--- config.mk ---
export PLATFORM = sky130hd
export DESIGN_NAME = sorted_priority_queue
export DESIGN_NICKNAME = d
export VERILOG_FILES = /design/src/rtl/spq_pkg.sv /design/src/rtl/sorted_priority_queue.sv /design/src/rtl/spq_cell.sv
export SDC_FILE = /design/constraint.sdc
export NUM_CORES = 1
export LEC_CHECK = 0
export ABC_CLOCK_PERIOD_IN_PS = 7600
export BUFFER_PORTS_ARGS = -buffer_cell sky130_fd_sc_hd__buf_4
export CELL_PAD_IN_SITES_DETAIL_PLACEMENT = 0
export CELL_PAD_IN_SITES_GLOBAL_PLACEMENT = 2
export CORE_AREA = 2 2 203 405
export DETAILED_ROUTE_END_ITERATION = 8
export DIE_AREA = 0 0 205 407
export PLACE_DENSITY_LB_ADDON = 0.08
export SYNTH_ARGS = -nofsm -noshare
export SYNTH_HDL_FRONTEND = slang
export SYNTH_SLANG_ARGS = --single-unit
--- constraint.sdc ---
create_clock -name clk -period 7.6 [get_ports clk]
set_input_delay 0.76 -clock clk [delete_from_list [all_inputs] [get_ports clk]]
set_output_delay 0.76 -clock clk [all_outputs]
set_load 0.01 [all_outputs]
--- src/rtl/spq_pkg.sv ---
// shared constants and types for the sorted priority queue
package spq_pkg;

	localparam int DEPTH_DEF      = 16;
	localparam int DATA_WIDTH_DEF = 32;
	localparam int PRIO_WIDTH_DEF = 8;

	localparam logic CMD_INSERT = 1'b0;
	localparam logic CMD_REMOVE = 1'b1;

	localparam int STATUS_W = 2;
	localparam logic [STATUS_W-1:0] ST_DONE  = 2'd0;
	localparam logic [STATUS_W-1:0] ST_FULL  = 2'd1;
	localparam logic [STATUS_W-1:0] ST_EMPTY = 2'd2;

	// per-cell control for one update of the row
	typedef struct packed {
		logic ins;   // insert enabled this cycle
		logic rem;   // remove enabled this cycle
		logic occ;   // this cell holds an entry
	} cell_ctrl_t;

endpackage

--- src/rtl/sorted_priority_queue.sv ---
// sorted priority queue top: row of cells, fill count and registered result
// a result is registered and is valid in the cycle after its input transfer
// throughput: one insert or remove per cycle while m_tready stays high
// the whole cell row updates in the same cycle, each cell looking only at its neighbors
// reset clears the fill count and the result valid; cell contents are not cleared
module sorted_priority_queue
	import spq_pkg::*;
#(
	parameter int DEPTH      = DEPTH_DEF,
	parameter int DATA_WIDTH = DATA_WIDTH_DEF,
	parameter int PRIO_WIDTH = PRIO_WIDTH_DEF,
	localparam int CNT_W     = $clog2(DEPTH + 1),
	localparam int S_TDATA_W = ((DATA_WIDTH + PRIO_WIDTH + 7) / 8) * 8,
	localparam int M_TDATA_W = ((DATA_WIDTH + PRIO_WIDTH + CNT_W + 7) / 8) * 8
) (
	input  logic                 clk,
	input  logic                 arst_n,
	input  logic                 s_tvalid,
	output logic                 s_tready,
	input  logic [S_TDATA_W-1:0] s_tdata,   // data, priority_req
	input  logic                 s_tuser,   // cmd
	output logic                 m_tvalid,
	input  logic                 m_tready,
	output logic [M_TDATA_W-1:0] m_tdata,   // out_data, out_priority, occupancy
	output logic [STATUS_W-1:0]  m_tuser    // status
);

	logic        [CNT_W-1:0]      count_q;
	logic                         m_valid_q;
	logic        [STATUS_W-1:0]   status_q;
	logic signed [DATA_WIDTH-1:0] out_data_q;
	logic        [PRIO_WIDTH-1:0] out_prio_q;

	logic signed [DATA_WIDTH-1:0] cell_data [DEPTH];
	logic        [PRIO_WIDTH-1:0] cell_prio [DEPTH];
	logic        [DEPTH-1:0]      cell_occ;

	logic                         accept;
	logic                         is_full;
	logic                         none_held;
	logic                         do_ins;
	logic                         do_rem;
	logic signed [DATA_WIDTH-1:0] in_data;
	logic        [PRIO_WIDTH-1:0] in_prio;

	assign in_data   = s_tdata[DATA_WIDTH-1:0];
	assign in_prio   = s_tdata[DATA_WIDTH+PRIO_WIDTH-1:DATA_WIDTH];
	assign s_tready  = !m_valid_q || m_tready;
	assign accept    = s_tvalid && s_tready;
	assign is_full   = (count_q == CNT_W'(DEPTH));
	assign none_held = (count_q == '0);
	assign do_ins    = accept && (s_tuser == CMD_INSERT) && !is_full;
	assign do_rem    = accept && (s_tuser == CMD_REMOVE) && !none_held;

	for (genvar i = 0; i < DEPTH; i++) begin : g_cell
		cell_ctrl_t                   ctrl;
		logic                         p_occ;
		logic        [PRIO_WIDTH-1:0] p_prio;
		logic signed [DATA_WIDTH-1:0] p_data;
		logic        [PRIO_WIDTH-1:0] n_prio;
		logic signed [DATA_WIDTH-1:0] n_data;

		assign cell_occ[i] = (count_q > CNT_W'(i));
		assign ctrl.ins    = do_ins;
		assign ctrl.rem    = do_rem;
		assign ctrl.occ    = cell_occ[i];

		if (i == 0) begin : g_front
			// front cell sees a virtual neighbor of top priority
			assign p_occ  = 1'b1;
			assign p_prio = '1;
			assign p_data = '0;
		end else begin : g_mid
			assign p_occ  = cell_occ[i-1];
			assign p_prio = cell_prio[i-1];
			assign p_data = cell_data[i-1];
		end

		if (i == DEPTH - 1) begin : g_back
			assign n_prio = cell_prio[i];
			assign n_data = cell_data[i];
		end else begin : g_inner
			assign n_prio = cell_prio[i+1];
			assign n_data = cell_data[i+1];
		end

		spq_cell #(
			.DATA_WIDTH(DATA_WIDTH),
			.PRIO_WIDTH(PRIO_WIDTH)
		) u_cell (
			.clk      (clk),
			.ctrl     (ctrl),
			.prev_occ (p_occ),
			.prev_prio(p_prio),
			.prev_data(p_data),
			.next_prio(n_prio),
			.next_data(n_data),
			.new_prio (in_prio),
			.new_data (in_data),
			.prio_q   (cell_prio[i]),
			.data_q   (cell_data[i])
		);
	end

	always_ff @(posedge clk or negedge arst_n) begin
		if (!arst_n) begin
			count_q   <= '0;
			m_valid_q <= 1'b0;
		end else begin
			if (do_ins) begin
				count_q <= count_q + CNT_W'(1);
			end else if (do_rem) begin
				count_q <= count_q - CNT_W'(1);
			end
			if (accept) begin
				m_valid_q <= 1'b1;
			end else if (m_tready) begin
				m_valid_q <= 1'b0;
			end
		end
	end

	// result payload, loaded on each input transfer
	always_ff @(posedge clk) begin
		if (accept) begin
			priority if (s_tuser == CMD_INSERT && is_full) begin
				status_q <= ST_FULL;
			end else if (s_tuser == CMD_REMOVE && none_held) begin
				status_q <= ST_EMPTY;
			end else begin
				status_q <= ST_DONE;
			end
			if (do_rem) begin
				out_data_q <= cell_data[0];
				out_prio_q <= cell_prio[0];
			end else begin
				out_data_q <= '0;
				out_prio_q <= '0;
			end
		end
	end

	assign m_tvalid = m_valid_q;
	assign m_tuser  = status_q;
	assign m_tdata  = M_TDATA_W'({count_q, out_prio_q, out_data_q});

`ifndef SYNTHESIS
	a_count_bound: assert property (@(posedge clk) disable iff (!arst_n)
		count_q <= CNT_W'(DEPTH))
		else $error("fill count above depth");

	a_full_flag: assert property (@(posedge clk) disable iff (!arst_n)
		(accept && s_tuser == CMD_INSERT && is_full) |=> (m_tvalid && m_tuser == ST_FULL))
		else $error("insert into full queue not flagged");

	a_count_hold_full: assert property (@(posedge clk) disable iff (!arst_n)
		(accept && s_tuser == CMD_INSERT && is_full) |=> $stable(count_q))
		else $error("refused insert changed the fill count");

	a_front_sorted: assert property (@(posedge clk) disable iff (!arst_n)
		(count_q >= CNT_W'(2)) |-> (cell_prio[0] >= cell_prio[1]))
		else $error("front cells out of priority order");
`endif

endmodule

--- src/rtl/spq_cell.sv ---
// one slot of the sorted row: keeps, takes the new entry, or takes a neighbor's entry
module spq_cell
	import spq_pkg::*;
#(
	parameter int DATA_WIDTH = DATA_WIDTH_DEF,
	parameter int PRIO_WIDTH = PRIO_WIDTH_DEF
) (
	input  logic                         clk,
	input  cell_ctrl_t                   ctrl,
	input  logic                         prev_occ,
	input  logic        [PRIO_WIDTH-1:0] prev_prio,
	input  logic signed [DATA_WIDTH-1:0] prev_data,
	input  logic        [PRIO_WIDTH-1:0] next_prio,
	input  logic signed [DATA_WIDTH-1:0] next_data,
	input  logic        [PRIO_WIDTH-1:0] new_prio,
	input  logic signed [DATA_WIDTH-1:0] new_data,
	output logic        [PRIO_WIDTH-1:0] prio_q,
	output logic signed [DATA_WIDTH-1:0] data_q
);

	logic prev_ge;
	logic own_lt;

	// new entry sits behind every entry of equal or higher priority
	assign prev_ge = prev_occ && (prev_prio >= new_prio);
	assign own_lt  = !ctrl.occ || (prio_q < new_prio);

	always_ff @(posedge clk) begin
		priority if (ctrl.rem) begin
			prio_q <= next_prio;
			data_q <= next_data;
		end else if (ctrl.ins && !prev_ge) begin
			prio_q <= prev_prio;
			data_q <= prev_data;
		end else if (ctrl.ins && own_lt) begin
			prio_q <= new_prio;
			data_q <= new_data;
		end
	end

endmodule
# After elaboration in Yosys (flattened, before gate mapping)
# Cells that the tools add are included.
# Widths: inputs -> output; s select.
# totals
reg_bits	688
latch_bits	0
ram_bits	0
rom_bits	0
in_bits	45
out_inout_bits	52
word_cells	315
memories	0
# op_classes
n_addsub	2
mul	0
div	0
order_cmp	48
n_eq_ne	1
n_shift	0
mux	99
bitwise_logic	2
n_reduce_logical	126
# ops
operator	n
$mux 32	47
$mux 8	47
$lt 8x8->1	16
$ge 8x8->1	15
$logic_and 1x1->1	54
$reduce_bool 3->1	15
$gt 5x4->1 const B	8
$logic_not 1->1	35
$gt 5x3->1 const B	4
$logic_or 1x1->1	17
$gt 5x1->1 const B	2
$gt 5x2->1 const B	2
$mux 5	2
$ge 8x8->1 const A	1
$reduce_bool 2->1	3
$add 5x1->5 const B	1
$eq 5x5->1 const B	1
$logic_not 5->1	1
$sub 5x1->5 const B	1
$mux 1	2
$mux 2	1
$not 1->1	2
$reduce_and 2->1	1

# Longest topological paths before layout
# Gate-level depths: netlist of run 1.
# depth
depth_word	9
depth_mapped	11
ltp_nobuf	8

# By module
# A second synthesis of run 1 with hierarchy kept.
# unflattened
hier_cells	3235
area_unflattened_um2	43249.0
# modules_own_cells
mod	instances	cells_per_inst	area_per_inst_um2	seq_area_each_um2
spq_cell (g_cell[0].u_cell ...)	11	178	2610.0	1201.2
spq_cell (g_cell[5].u_cell ...)	5	222	2472.4	1201.2
sorted_priority_queue	1	167	2177.1	1411.4

# Worst setup path before layout of run 1
# Ideal clock, no wire load.
# synth_path
path_type	input -> register
from	in s_tdata[33]
to	reg g_cell[6].u_cell.data_q[0], enable pin
setup_time_ns	0.493
t_arrival_ns	5.472
slack_ns	1.635
stages	7
path_cell_list	inv_1 -> clkbuf_1 -> ha_1 -> a2111oi_0 -> a2111oi_2 -> o21ba_2 -> o21ai_0
# synth_via
elab_chain_cells	5
# synth_rtl
item	line	text
start, declared	sorted_priority_queue.sv:20	input logic [S_TDATA_W-1:0] s_tdata,
$ge 8x8->1	spq_cell.sv:25	assign prev_ge = prev_occ && (prev_prio >= new_prio);
$logic_and 1x1->1	spq_cell.sv:25	
$logic_not 1->1	spq_cell.sv:32	end else if (ctrl.ins && !prev_ge) begin
$logic_and 1x1->1	spq_cell.sv:32	
$reduce_bool 3->1 (no source line) *	n/a	
end signal, assigned	spq_cell.sv:31	data_q <= next_data;
end signal, assigned	spq_cell.sv:34	data_q <= prev_data;
end signal, assigned	spq_cell.sv:37	data_q <= new_data;
end, declared	spq_cell.sv:18	output logic signed [DATA_WIDTH-1:0] data_q
# Every way passes the cells marked *; elsewhere a longest branch is shown, timed or not.
# A chain may end at the register's enable or synchronous reset.

# Final worst setup path of run 1
# layout_path
from	reg count_q[1]
to	reg g_cell[6].u_cell.prio_q[0], data pin
# layout_via
elab_chain_cells	6
# layout_rtl
item	line	text
start, declared	sorted_priority_queue.sv:28	logic [CNT_W-1:0] count_q;
start signal, assigned	sorted_priority_queue.sv:111	count_q <= count_q + CNT_W'(1);
start signal, assigned	sorted_priority_queue.sv:113	count_q <= count_q - CNT_W'(1);
$gt 5x3->1 / $eq 5x5->1 (equally long branches)	sorted_priority_queue.sv:63, sorted_priority_queue.sv:50	
$logic_and 1x1->1 / $logic_not 1->1 (equally long branches)	spq_cell.sv:25, sorted_priority_queue.sv:52	
$logic_not 1->1 / $logic_and 1x1->1 (equally long branches)	spq_cell.sv:32, sorted_priority_queue.sv:52	
$logic_and 1x1->1	spq_cell.sv:32	
$mux 8	spq_cell.sv:32	
$mux 8 *	spq_cell.sv:29	priority if (ctrl.rem) begin
end signal, assigned	spq_cell.sv:30	prio_q <= next_prio;
end signal, assigned	spq_cell.sv:33	prio_q <= prev_prio;
end signal, assigned	spq_cell.sv:36	prio_q <= new_prio;
end, declared	spq_cell.sv:17	output logic [PRIO_WIDTH-1:0] prio_q,
# Marks and branches as above.

==> flow_metrics.env, run 1 <==
export IMPL_outcome="finished, final reports clean"
export IMPL_coreArea_sq_mm=0.0802
export IMPL_path_delay_family="simple AND/OR/NAND/NOR gates"
export IMPL_drc_errors=0
export IMPL_power_static_leakage_nw=15.9
export IMPL_path_clk_slew_ps=70
export IMPL_async_flop_share=0.00872
export IMPL_cts_root_buf="clkbuf_16"
export IMPL_numCtsBuffers=61
export IMPL_avgSynthCellArea_sq_um=12.7
export IMPL_reg2reg_to="g_cell[6].u_cell.prio_q[0]$_DFFE_PP_"
export IMPL_clock_sinks=688
export IMPL_io_buffers=93
export IMPL_skew_ps=25.0
export IMPL_synthesis_area_sq_mm=0.0359
export IMPL_post_cts_resized=0
export IMPL_period_needed_ps=4280
export IMPL_drive_above_1_share=0.119
export IMPL_slowest_stage="nor2_4"
export IMPL_ys_seq_elements=688
export IMPL_synth_seq_area_share=0.575
export IMPL_place_gp_congestion=0.867
export IMPL_critPathKind="reg -> reg"
export IMPL_clock_latency_ps=660
export IMPL_areaGrowthSynthToFinish_pct=9.99
export IMPL_grt_usage=0.294
export IMPL_critPathArrivalTime_ps=4800
export IMPL_critPathLaunch="count_q[1]$_DFFE_PN0P_"
export IMPL_cp_depth=9
export IMPL_max_slew_margin=0.0982
export IMPL_pwr_density_cell_mw_per_mm2=301
export IMPL_synth_cell_types=60
export IMPL_cp_max_fo=48
export IMPL_first_pass_iters=6
export IMPL_tightestPinTransition_ps=1350
export IMPL_synth_flop_cell="edfxtp_1"
export IMPL_vias_per_cell=6.65
export IMPL_fin_crit_sh=0.563
export IMPL_fin_tns_setup_ps=0
export IMPL_antenna_found_initial=2
export IMPL_vias=25751
export IMPL_grt_ovfl_total=0
export IMPL_hold_violations=0
export IMPL_crit_path_start_kind="flop"
export IMPL_postSynthCellCount=2821
export IMPL_cp_data_required_time_ps=8120
export IMPL_rows=147
export IMPL_grt_pass1_wl_mm=180
export IMPL_ir_drop_uv=174
export IMPL_synth_edf_count=682
export IMPL_r2r_slack_ps=3320
export IMPL_finalInstanceArea_sq_mm=0.0395
export IMPL_cts_tree="yes"
export IMPL_crit_path_frequent_cell="buf_4"
export IMPL_wl_mm=123
export IMPL_path_buf_inv=3
export IMPL_slew_violations=0
export IMPL_finalSetupViolations=0
export IMPL_reg2reg_from="count_q[1]$_DFFE_PN0P_"
export IMPL_max_clock_freq_mhz=234
export IMPL_endpoint="g_cell[6].u_cell.prio_q[0]$_DFFE_PP_"
export IMPL_place_hpwl_mm=72.6
export IMPL_detail_route_antenna_nets=0
export IMPL_cap_violations=0
export IMPL_htree_num_levels=2
export IMPL_min_path_type="in -> reg"
export IMPL_placed_area_sq_mm=0.0375
export IMPL_endpoint_kind="flop"
export IMPL_slowest_delay_ps=1090
export IMPL_yosys_warnings=0
export IMPL_clock_path_buffers=3
export IMPL_die_area_sq_mm=0.0834
export IMPL_antenna_cells_inserted=0
export IMPL_die_h_um=407
export IMPL_drt_iter0_drc=2220
export IMPL_rsz0062_at_grt="false"
export IMPL_post_cts_setup_buffers=0
export IMPL_initial_core_util=0.448
export IMPL_grt_pass1_vias=26301
export IMPL_crit_chain="inv_1, ha_1, nand2b_1, o211ai_4, buf_4, nor3_4, buf_4, nor2_4, a221o_1"
export IMPL_grt_max_degree=191
export IMPL_reg2reg_depth=9
export IMPL_io_pins=97
export IMPL_layout_nets=2959
export IMPL_wl_per_cell_um=31.8
export IMPL_die_x_um=205
## cell families (layout without fill, tap and decap cells)
kind of cell / after synthesis / in the layout / share of synthesized area
adders and majority gates: 133 / 133 / 0.0464
and+or+nand+nor: 444 / 444 / 0.0605
AOI/OAI and AO/OA: 1219 / 1219 / 0.268
buffers and inverters: 293 / 300 / 0.0371
other: 1 / 3 / 0.000104
muxes: 40 / 40 / 0.0125
DFF: 688 / 688 / 0.575
xor gates and xnor gates: 3 / 3 / 0.000732
## through the flow
stage          setup WS (ps)  instances  power [mW]  hold slack [ps]   util
2_1_floorplan           1640       2823        7.50              464      -
3_3_place_gp            2870       3760        8.69              530  0.468
3_5_place_dp            2890       3760        8.76              543  0.468
4_1_cts                 3370       3873        11.9              283  0.492
5_1_grt                 3230       3873        12.3              318  0.492
6_report                3320       3873        11.9              322  0.492
## worst min-delay path by stage
stage               slack [ps]                             startpoint  cells past startpoint                              endpoint
finish                     320                               s_tvalid                      2                  m_tvalid$_DFFE_PN0P_
global route               320                               s_tvalid                      2                  m_tvalid$_DFFE_PN0P_
CTS                        280                               s_tvalid                      2                  m_tvalid$_DFFE_PN0P_
detailed placement         540  g_cell[0].u_cell.data_q[27]$_DFFE_PP_                      1          out_data_q[27]$_SDFFCE_PN0P_
global placement           530   g_cell[1].u_cell.data_q[1]$_DFFE_PP_                      2  g_cell[0].u_cell.data_q[1]$_DFFE_PP_
floorplan                  460                                 arst_n                      0                count_q[0]$_DFFE_PN0P_
## placed cells by master (no fill, tap or decap), types with 5 or more instances in the layout
cell	count
bufinv_16	5
a22oi_1	117
dfrtp_1	6
nand3_1	9
nand4_1	16
o31ai_1	78
nor2b_1	22
and2_1	79
nor3_1	10
o22ai_1	6
o21ai_4	7
nor2_1	39
a21oi_1	57
o211ai_1	17
a21o_1	392
ha_1	133
nand2b_1	19
nand2_2	5
clkinv_2	15
nor3_4	8
o21a_1	10
a2111oi_0	12
mux2_1	10
a221o_1	58
nor2_4	13
clkbuf_16	62
nand2_1	202
clkbuf_1	16
o21ai_0	40
mux2_2	30
inv_1	34
a22o_1	386
clkinv_1	9
edfxtp_1	682
buf_4	149
## where the power goes
part	switching [mW]	total, mW	internal [mW]	leakage (nW)
clock	1.47	3.15	1.67	0.945
combinational	1.99	3.08	1.09	8.42
sequential	0.502	5.64	5.14	6.58
total	3.96	11.9	7.91	15.9
## synth_stat cells (9+ instances only)
cell type / number / area share
a21o_1: 392 / 0.082
o21a_1: 10 / 0.0021
nor2b_1: 22 / 0.0038
o21ai_0: 46 / 0.0064
o31ai_1: 78 / 0.016
nand3_1: 10 / 0.0014
nor3_1: 11 / 0.0015
inv_1: 34 / 0.0036
a221o_1: 58 / 0.016
edfxtp_1: 682 / 0.57
a22oi_1: 117 / 0.024
buf_4: 24 / 0.0050
nand2b_1: 19 / 0.0033
nand2_1: 209 / 0.022
a2111oi_0: 12 / 0.0029
ha_1: 133 / 0.046
mux2_2: 30 / 0.0094
buf_2: 113 / 0.016
a21oi_1: 58 / 0.0081
nand4_1: 16 / 0.0028
nor2_1: 49 / 0.0051
clkbuf_1: 113 / 0.012
buf_1: 9 / 0.00094
and2_1: 80 / 0.014
a22o_1: 386 / 0.094
mux2_1: 10 / 0.0031
o211ai_1: 17 / 0.0036
nor3_2: 9 / 0.0025
## layout make-up
type	instances	area [sq um]
fillers	7159	40700
flip-flops and latches	688	20600
multi-input cells	1842	14300
clock buffers	79	1630
well taps	1043	1310
repair buffers	154	1210
clock inverters	33	299
inverters	34	128
## state kept, by name (all words and copies together) (netlist names)
signal / count
m_tuser: 2
m_tvalid: 1
out_prio_q: 8
g_cell.u_cell.prio_q: 128
out_data_q: 32
g_cell.u_cell.data_q: 512
count_q: 5
## layer usage
layer | vias up | wire length (um) | track usage
li1 | 11152 | - | -
met1 | 13202 | 44800 | 0.340
met2 | 1080 | 64100 | 0.529
met3 | 315 | 6300 | 0.0291
met4 | 2 | 7700 | 0.161
met5 | - | 13 | 0
## timing repair
| item | in CTS | in global routing |
|---|---|---|
| hold buffers | 1 | 0 |
| setup endpoints to repair | 0 | 0 |
| endpoints found under the hold margin | 6 | 0 |
Note: power is estimated with default switching activity, not from simulation.
==> run 2: changes to the inputs <==
Settings changed: ABC_AREA set to 1, ABC_CLOCK_PERIOD_IN_PS 7600 to 4400, CORE_AREA 2 2 203 405 to 2 2 236 471, DIE_AREA 0 0 205 407 to 0 0 238 473.
Clock period 7.6 ns to 4.4 ns, I/O delays scaled along.
==> run 2 against run 1 <==
  * Via count is 31% higher
  * Critical endpoint is now g_cell[8].u_cell.data_q[15]$_DFFE_PP_
  * Routed wire length grew 9.2%
  * Critical path depth unchanged
  * Non-clock buffer count increased by 48
  * First-iteration DRC count grew 41%
  * Final cell count rose by 71%
  * Clock-buffer cell count increased by 6
  * Highest routed layer is now met4
  * Synthesized cell count is 87% higher
==> flow_metrics.env, run 2 <==
export IMPL_pwr_density_cell_mw_per_mm2=507
export IMPL_final_common_cell="nand2_1"
export IMPL_final_cell_mix="1983 x nand2_1, 1181 x nand3_1, 682 x edfxtp_1"
export IMPL_largest_register="g_cell.u_cell.data_q"
export IMPL_cap_violations=0
export IMPL_cp_max_fo=95
export IMPL_wl_mm=134
export IMPL_antenna_found_initial=1
export IMPL_wl_per_cell_um=20.3
export IMPL_grt_pass1_vias=32792
export IMPL_cts_root_buf="clkbuf_16"
export IMPL_clock_sinks=688
export IMPL_clock_path_buffers=3
export IMPL_place_gp_congestion=0.840
export IMPL_period_needed_ps=3310
export IMPL_cp_data_required_time_ps=4770
export IMPL_slowest_delay_ps=500
export IMPL_vias=33755
export IMPL_skew_ps=20.5
export IMPL_avgSynthCellArea_sq_um=7.81
export IMPL_slew_violations=0
export IMPL_rows=172
export IMPL_power_static_leakage_nw=21.8
export IMPL_io_pins=97
export IMPL_die_h_um=473
export IMPL_postSynthCellCount=5271
export IMPL_largestRegisters="g_cell.u_cell.data_q: 512 flops, g_cell.u_cell.prio_q: 128 flops, out_data_q: 32 flops"
export IMPL_grt_ovfl_total=0
export IMPL_yosys_top_cells_area="edfxtp_1 50%, nand2_1 18%, nand3_1 14%"
export IMPL_max_slew_margin=0.201
export IMPL_die_area_sq_mm=0.113
export IMPL_synth_seq_area_share=0.501
export IMPL_synthesis_area_sq_mm=0.0412
export IMPL_grt_max_degree=145
export IMPL_vias_per_cell=5.10
export IMPL_crit_path_frequent_cell="nand3_2"
export IMPL_path_buf_inv=4
export IMPL_place_inst=6493
export IMPL_final_cells=6620
export IMPL_hold_violations=0
export IMPL_io_buffers=93
export IMPL_layout_nets=5356
export IMPL_grt_pass1_wl_mm=208
export IMPL_coreArea_sq_mm=0.109
export IMPL_drt_iter0_drc=3126
export IMPL_ys_seq_elements=688
export IMPL_fin_tns_setup_ps=0
export IMPL_path_delay_family="buffers and inverters"
export IMPL_rsz0062_at_grt="false"
export IMPL_place_hpwl_mm=90.2
export IMPL_endpoint_kind="flop"
export IMPL_synth_edf_count=682
export IMPL_synth_top_cell_by_area="edfxtp_1"
export IMPL_critPathKind="reg -> reg"
export IMPL_critPathArrivalTime_ps=3690
export IMPL_drive_above_1_share=0.0599
export IMPL_min_path_type="in -> reg"
export IMPL_synth_common_cells="1985 x nand2_1, 1187 x nand3_1, 682 x edfxtp_1, 654 x inv_1, 151 x buf_2"
export IMPL_detail_route_antenna_nets=0
export IMPL_numCtsBuffers=73
export IMPL_synth_top_area_frac=0.497
export IMPL_die_x_um=238
export IMPL_largest_reg_flops=512
export IMPL_path_clk_slew_ps=60
export IMPL_grt_usage=0.237
export IMPL_ir_drop_uv=273
export IMPL_async_flop_share=0.00872
export IMPL_clock_latency_ps=660
export IMPL_initial_core_util=0.377
export IMPL_crit_chain="inv_1, ha_1, nand3_1, nand3_2, inv_8, nand2_1, buf_4, nand3_2, buf_12"
export IMPL_max_clock_freq_mhz=302
export IMPL_outcome="finished, final reports clean"
export IMPL_synth_cell_types=34
export IMPL_slowest_stage="buf_4"
export IMPL_yosys_warnings=0
export IMPL_areaGrowthSynthToFinish_pct=10.1
export IMPL_synth_flop_cell="edfxtp_1"
export IMPL_crit_path_start_kind="flop"
export IMPL_first_pass_iters=6
export IMPL_yosysMostFrequentCell="nand2_1"
export IMPL_finalSetupViolations=0
export IMPL_fin_crit_sh=0.753
export IMPL_cts_tree="yes"
export IMPL_nFillCells=11255
export IMPL_htree_num_levels=3
export IMPL_drc_errors=0
export IMPL_tightestPinTransition_ps=1190
==> run 2: changes by cell type in the layout (fill, tap and decap cells not counted), sizes merged, moves of 58 or more <==
cell   before   now
a22oi     117     0
inv        34   661
and2       80     0
nand3      10  1189
nand2     209  1986
a221o      58     0
a21o      392    14
o31ai      79     1
a22o      386     0
==> run 2: cell families (layout without fill, tap and decap cells) <==
kind of cell,after synthesis,in the layout,synth area share
xor gates and xnor gates,4,4,0.000851
and+or+nand+nor,3287,3287,0.337
DFF,688,688,0.501
adders and majority gates,133,133,0.0404
AOI/OAI and AO/OA,127,127,0.0179
other,1,4,0.0000911
buffers and inverters,1031,985,0.102
==> run 2: final timing paths <==
path | start | endpoint | slack, ps | cells after the start
min | s_tdata[34] | g_cell[15].u_cell.prio_q[2]$_DFFE_PP_ | 90 | 3
max | count_q[1]$_DFFE_PN0P_ | g_cell[8].u_cell.data_q[15]$_DFFE_PP_ | 1090 | 9
min in group asynchronous | arst_n | count_q[2]$_DFFE_PN0P_ | 140 | 2
min reg2reg | g_cell[15].u_cell.data_q[31]$_DFFE_PP_ | g_cell[14].u_cell.data_q[31]$_DFFE_PP_ | 530 | 2
max in group asynchronous | arst_n | m_tvalid$_DFFE_PN0P_ | 4130 | 2
max reg2reg | count_q[1]$_DFFE_PN0P_ | g_cell[8].u_cell.data_q[15]$_DFFE_PP_ | 1090 | 9
==> run 2: power by group <==
group	switching [mW]	leakage [nW]	internal, mW
logic	4.83	14.1	1.85
registers	1.01	6.60	9.31
clock network	2.73	1.06	3.24
==> run 2: per-stage QoR <==
step	setup WS (ps)	hold slack (ps)	cell area [sq um]	total power [mW]	util
4_1_cts	1090	38.0	45300	23.2	0.415
5_1_grt	874	75.6	45300	24.4	0.415
2_1_floorplan	44.1	144	41200	14.5	-
3_5_place_dp	915	267	43200	17.2	0.395
6_report	1090	90.4	45300	23.0	0.415
3_3_place_gp	939	270	43200	17.1	0.395
==> run 2: timing repair <==
item | in CTS | in global routing
hold buffers | 2 | 0
endpoints found under the setup margin | 0 | 0
resized for setup | 0 | 0
endpoints found under the hold margin | 7 | 0
setup buffers | 0 | 0
==> run 2: worst register-to-register path: stages (launching register included) <==
cell and delay (ps):
dfrtp_1 450, inv_1 200, ha_1 220, nand3_1 140, nand3_2 220, inv_8 250
nand2_1 230, buf_4 500, nand3_2 450, buf_12 320
==> run 2: area by class of cell <==
type / count / area, sq um / share of cell area
sequential: 688 / 20600 / 0.455
multi-input combinational: 3554 / 16400 / 0.362
inverter: 659 / 2490 / 0.0549
timing repair buffer: 202 / 1910 / 0.0421
clock buffer: 85 / 1890 / 0.0418
tap: 1392 / 1740 / 0.0384
clock inverter: 39 / 265 / 0.00585
antenna: 1 / 2.50 / 0.0000552
==> run 2: routing by layer <==
| layer | up-vias | routed length, um | global-route usage |
|---|---|---|---|
| li1 | 16889 | - | - |
| met2 | 949 | 58700 | 0.359 |
| met4 | 0 | 2420 | 0.0571 |
| met1 | 15802 | 66200 | 0.361 |
| met5 | - | 0 | 0 |
| met3 | 115 | 6980 | 0.0261 |
==> run 3: changes to the inputs <==
Settings changed: ABC_AREA 1 to 0, ABC_CLOCK_PERIOD_IN_PS 4400 to 3100, CORE_AREA 2 2 236 471 to 2 2 203 405, DIE_AREA 0 0 238 473 to 0 0 205 407.
Clock period 4.4 ns to 3.1 ns, I/O delays scaled along.
==> run 3 against run 2 <==
  * Total power rose by 35%
  * Via count fell by 22%
  * Die area fell by 26%
  * Largest power group unchanged
  * Largest cell class unchanged
  * Clock skew rose by 9.9 ps
  * Final area fell by 7.3%
  * Sequential cell count did not move
  * Sequential share of layout area rose by 3.6 points
  * First-iteration DRC count fell by 28%
  * Routed wire length fell by 6.3%
  * Non-clock buffer count rose by 102
  * Clock power rose by 45%
==> flow_metrics.env, run 3 (synthesis results as in run 1) <==
export IMPL_grt_pass1_vias=27392
export IMPL_slowest_delay_ps=460
export IMPL_critPathArrivalTime_ps=3400
export IMPL_min_path_type="in -> reg"
export IMPL_path_delay_family="buffers and inverters"
export IMPL_grt_ovfl_total=0
export IMPL_hold_violations=0
export IMPL_die_h_um=407
export IMPL_path_clk_slew_ps=60
export IMPL_ir_drop_uv=444
export IMPL_pwr_density_cell_mw_per_mm2=740
export IMPL_period_needed_ps=3000
export IMPL_reg2reg_from="g_cell[14].u_cell.prio_q[6]$_DFFE_PP_"
export IMPL_die_area_sq_mm=0.0834
export IMPL_endpoint_kind="flop"
export IMPL_drt_iter0_drc=2245
export IMPL_areaGrowthSynthToFinish_pct=17.1
export IMPL_place_hpwl_mm=83.7
export IMPL_initial_core_util=0.448
export IMPL_hold_end="g_cell[0].u_cell.data_q[7]$_DFFE_PP_"
export IMPL_final_cell_mix="682 x edfxtp_1, 392 x a21o_1, 386 x a22o_1"
export IMPL_die_x_um=205
export IMPL_clock_sinks=688
export IMPL_reg2reg_depth=10
export IMPL_cts_root_buf="clkbuf_16"
export IMPL_finalCoreUtilization=0.524
export IMPL_max_clock_freq_mhz=334
export IMPL_cp_max_fo=20
export IMPL_reg2reg_to="g_cell[15].u_cell.data_q[27]$_DFFE_PP_"
export IMPL_fin_crit_sh=0.967
export IMPL_wl_mm=126
export IMPL_drive_above_1_share=0.167
export IMPL_holdWs_ps=67.5
export IMPL_antenna_cells_inserted=0
export IMPL_largest_register="g_cell.u_cell.data_q"
export IMPL_skew_ps=30.5
export IMPL_grt_usage=0.302
export IMPL_grt_max_degree=102
export IMPL_cp_data_required_time_ps=3500
export IMPL_vias_per_cell=6.55
export IMPL_nFillCells=7068
export IMPL_slew_violations=0
export IMPL_holdCritStartpoint="s_tdata[7]"
export IMPL_crit_path_start_kind="flop"
export IMPL_hold_path_cell_count=3
export IMPL_io_buffers=93
export IMPL_finalSetupViolations=0
export IMPL_outcome="finished, final reports clean"
export IMPL_wl_per_cell_um=31.2
export IMPL_grt_pass1_wl_mm=182
export IMPL_numCtsBuffers=68
export IMPL_io_pins=97
export IMPL_place_gp_congestion=0.899
export IMPL_drc_errors=0
export IMPL_final_common_cell="edfxtp_1"
export IMPL_cts_tree="yes"
export IMPL_vias=26434
export IMPL_largest_reg_flops=512
export IMPL_crit_chain="ha_1, nand4_1, buf_4, a21oi_1, buf_4, a211oi_2, buf_4, a21oi_4, buf_12, mux2_2"
export IMPL_crit_path_frequent_cell="buf_4"
export IMPL_slowest_stage="edfxtp_1"
export IMPL_cap_violations=0
export IMPL_largestRegisters="g_cell.u_cell.data_q: 512 flops, g_cell.u_cell.prio_q: 128 flops, out_data_q: 32 flops"
export IMPL_rows=147
export IMPL_path_buf_inv=4
export IMPL_critPathKind="reg -> reg"
export IMPL_antenna_found_initial=0
export IMPL_power_static_leakage_nw=17.2
export IMPL_clock_latency_ps=670
export IMPL_max_slew_margin=0.537
export IMPL_htree_num_levels=3
export IMPL_r2r_slack_ps=100
export IMPL_clock_path_buffers=3
export IMPL_coreArea_sq_mm=0.0802
export IMPL_tightestPinTransition_ps=692
export IMPL_first_pass_iters=6
export IMPL_detail_route_antenna_nets=0
export IMPL_layout_nets=3116
==> run 3: changes by cell type in the layout (fill, tap and decap cells not counted), moves of 53 or more <==
cell,previous run,this run
a21o_1,14,392
a221o_1,0,58
a22o_1,0,386
a22oi_1,0,117
and2_1,0,79
buf_12,31,90
inv_1,654,32
nand2_1,1983,202
nand3_1,1181,9
nor2_1,92,39
o31ai_1,1,78
==> run 3: cell type report <==
type	instances	area, sq um	area share
multi-input combinational	1842	14300	0.341
tap	1043	1310	0.0310
clock inverter	42	474	0.0113
clock buffer	82	1750	0.0417
inverter	34	128	0.00304
sequential	688	20600	0.491
timing repair buffer	304	3420	0.0815
==> run 3: worst min-delay path: stages <==
cell and delay [ps]:
buf_4 180, nand2_1 70, nand2_1 50
==> run 3: routing by layer <==
metal | wire length [um] | global-route usage | up-vias | part of all wire
li1 | - | - | 11492 | -
met1 | 43600 | 0.324 | 13442 | 0.35
met2 | 67200 | 0.557 | 1157 | 0.53
met3 | 7240 | 0.0467 | 343 | 0.058
met4 | 7790 | 0.168 | 0 | 0.062
met5 | 0 | 0 | - | 0
==> run 3: worst max path at each step <==
stage	start	to	cells after the start
floorplan	count_q[0]$_DFFE_PN0P_	g_cell[15].u_cell.data_q[0]$_DFFE_PP_	7
finish	g_cell[14].u_cell.prio_q[6]$_DFFE_PP_	g_cell[15].u_cell.data_q[27]$_DFFE_PP_	10
CTS	g_cell[14].u_cell.prio_q[5]$_DFFE_PP_	g_cell[15].u_cell.data_q[13]$_DFFE_PP_	10
detailed placement	s_tdata[38]	g_cell[15].u_cell.data_q[26]$_DFFE_PP_	13
global placement	s_tdata[37]	g_cell[15].u_cell.data_q[26]$_DFFE_PP_	13
global route	g_cell[11].u_cell.prio_q[0]$_DFFE_PP_	g_cell[12].u_cell.prio_q[0]$_DFFE_PP_	11
==> run 3: what timing repair did <==
item,in CTS,in global routing
gates resized for setup,2,5
setup buffers,0,0
gates cloned,0,0
endpoints found under the setup margin,138,72
endpoints found under the hold margin,8,0
pin swaps,1,1
hold buffers,5,0
==> run 3: per-stage QoR <==
| stage | setup WS (ps) | instances | setup TNS (ps) | instance area, sq um | total power [mW] |
|---|---|---|---|---|---|
| detailed placement | -244 | 3906 | -23610 | 39700 | 22.5 |
| floorplan | -556 | 2823 | -66680 | 36000 | 18.4 |
| global route | -39.9 | 4035 | -39.9 | 42000 | 32.2 |
| global placement | -246 | 3906 | -24030 | 39700 | 22.3 |
| CTS | 5.84 | 4035 | 0 | 42000 | 31.2 |
| finish | 102 | 4035 | 0 | 42000 | 31.1 |
==> run 3: report_power, final <==
part	switching [mW]	internal [mW]	leakage [nW]	total, mW
Combinational	5.20	3.55	9.50	8.75
Clock	3.90	4.77	1.09	8.67
Sequential	1.11	12.6	6.58	13.7
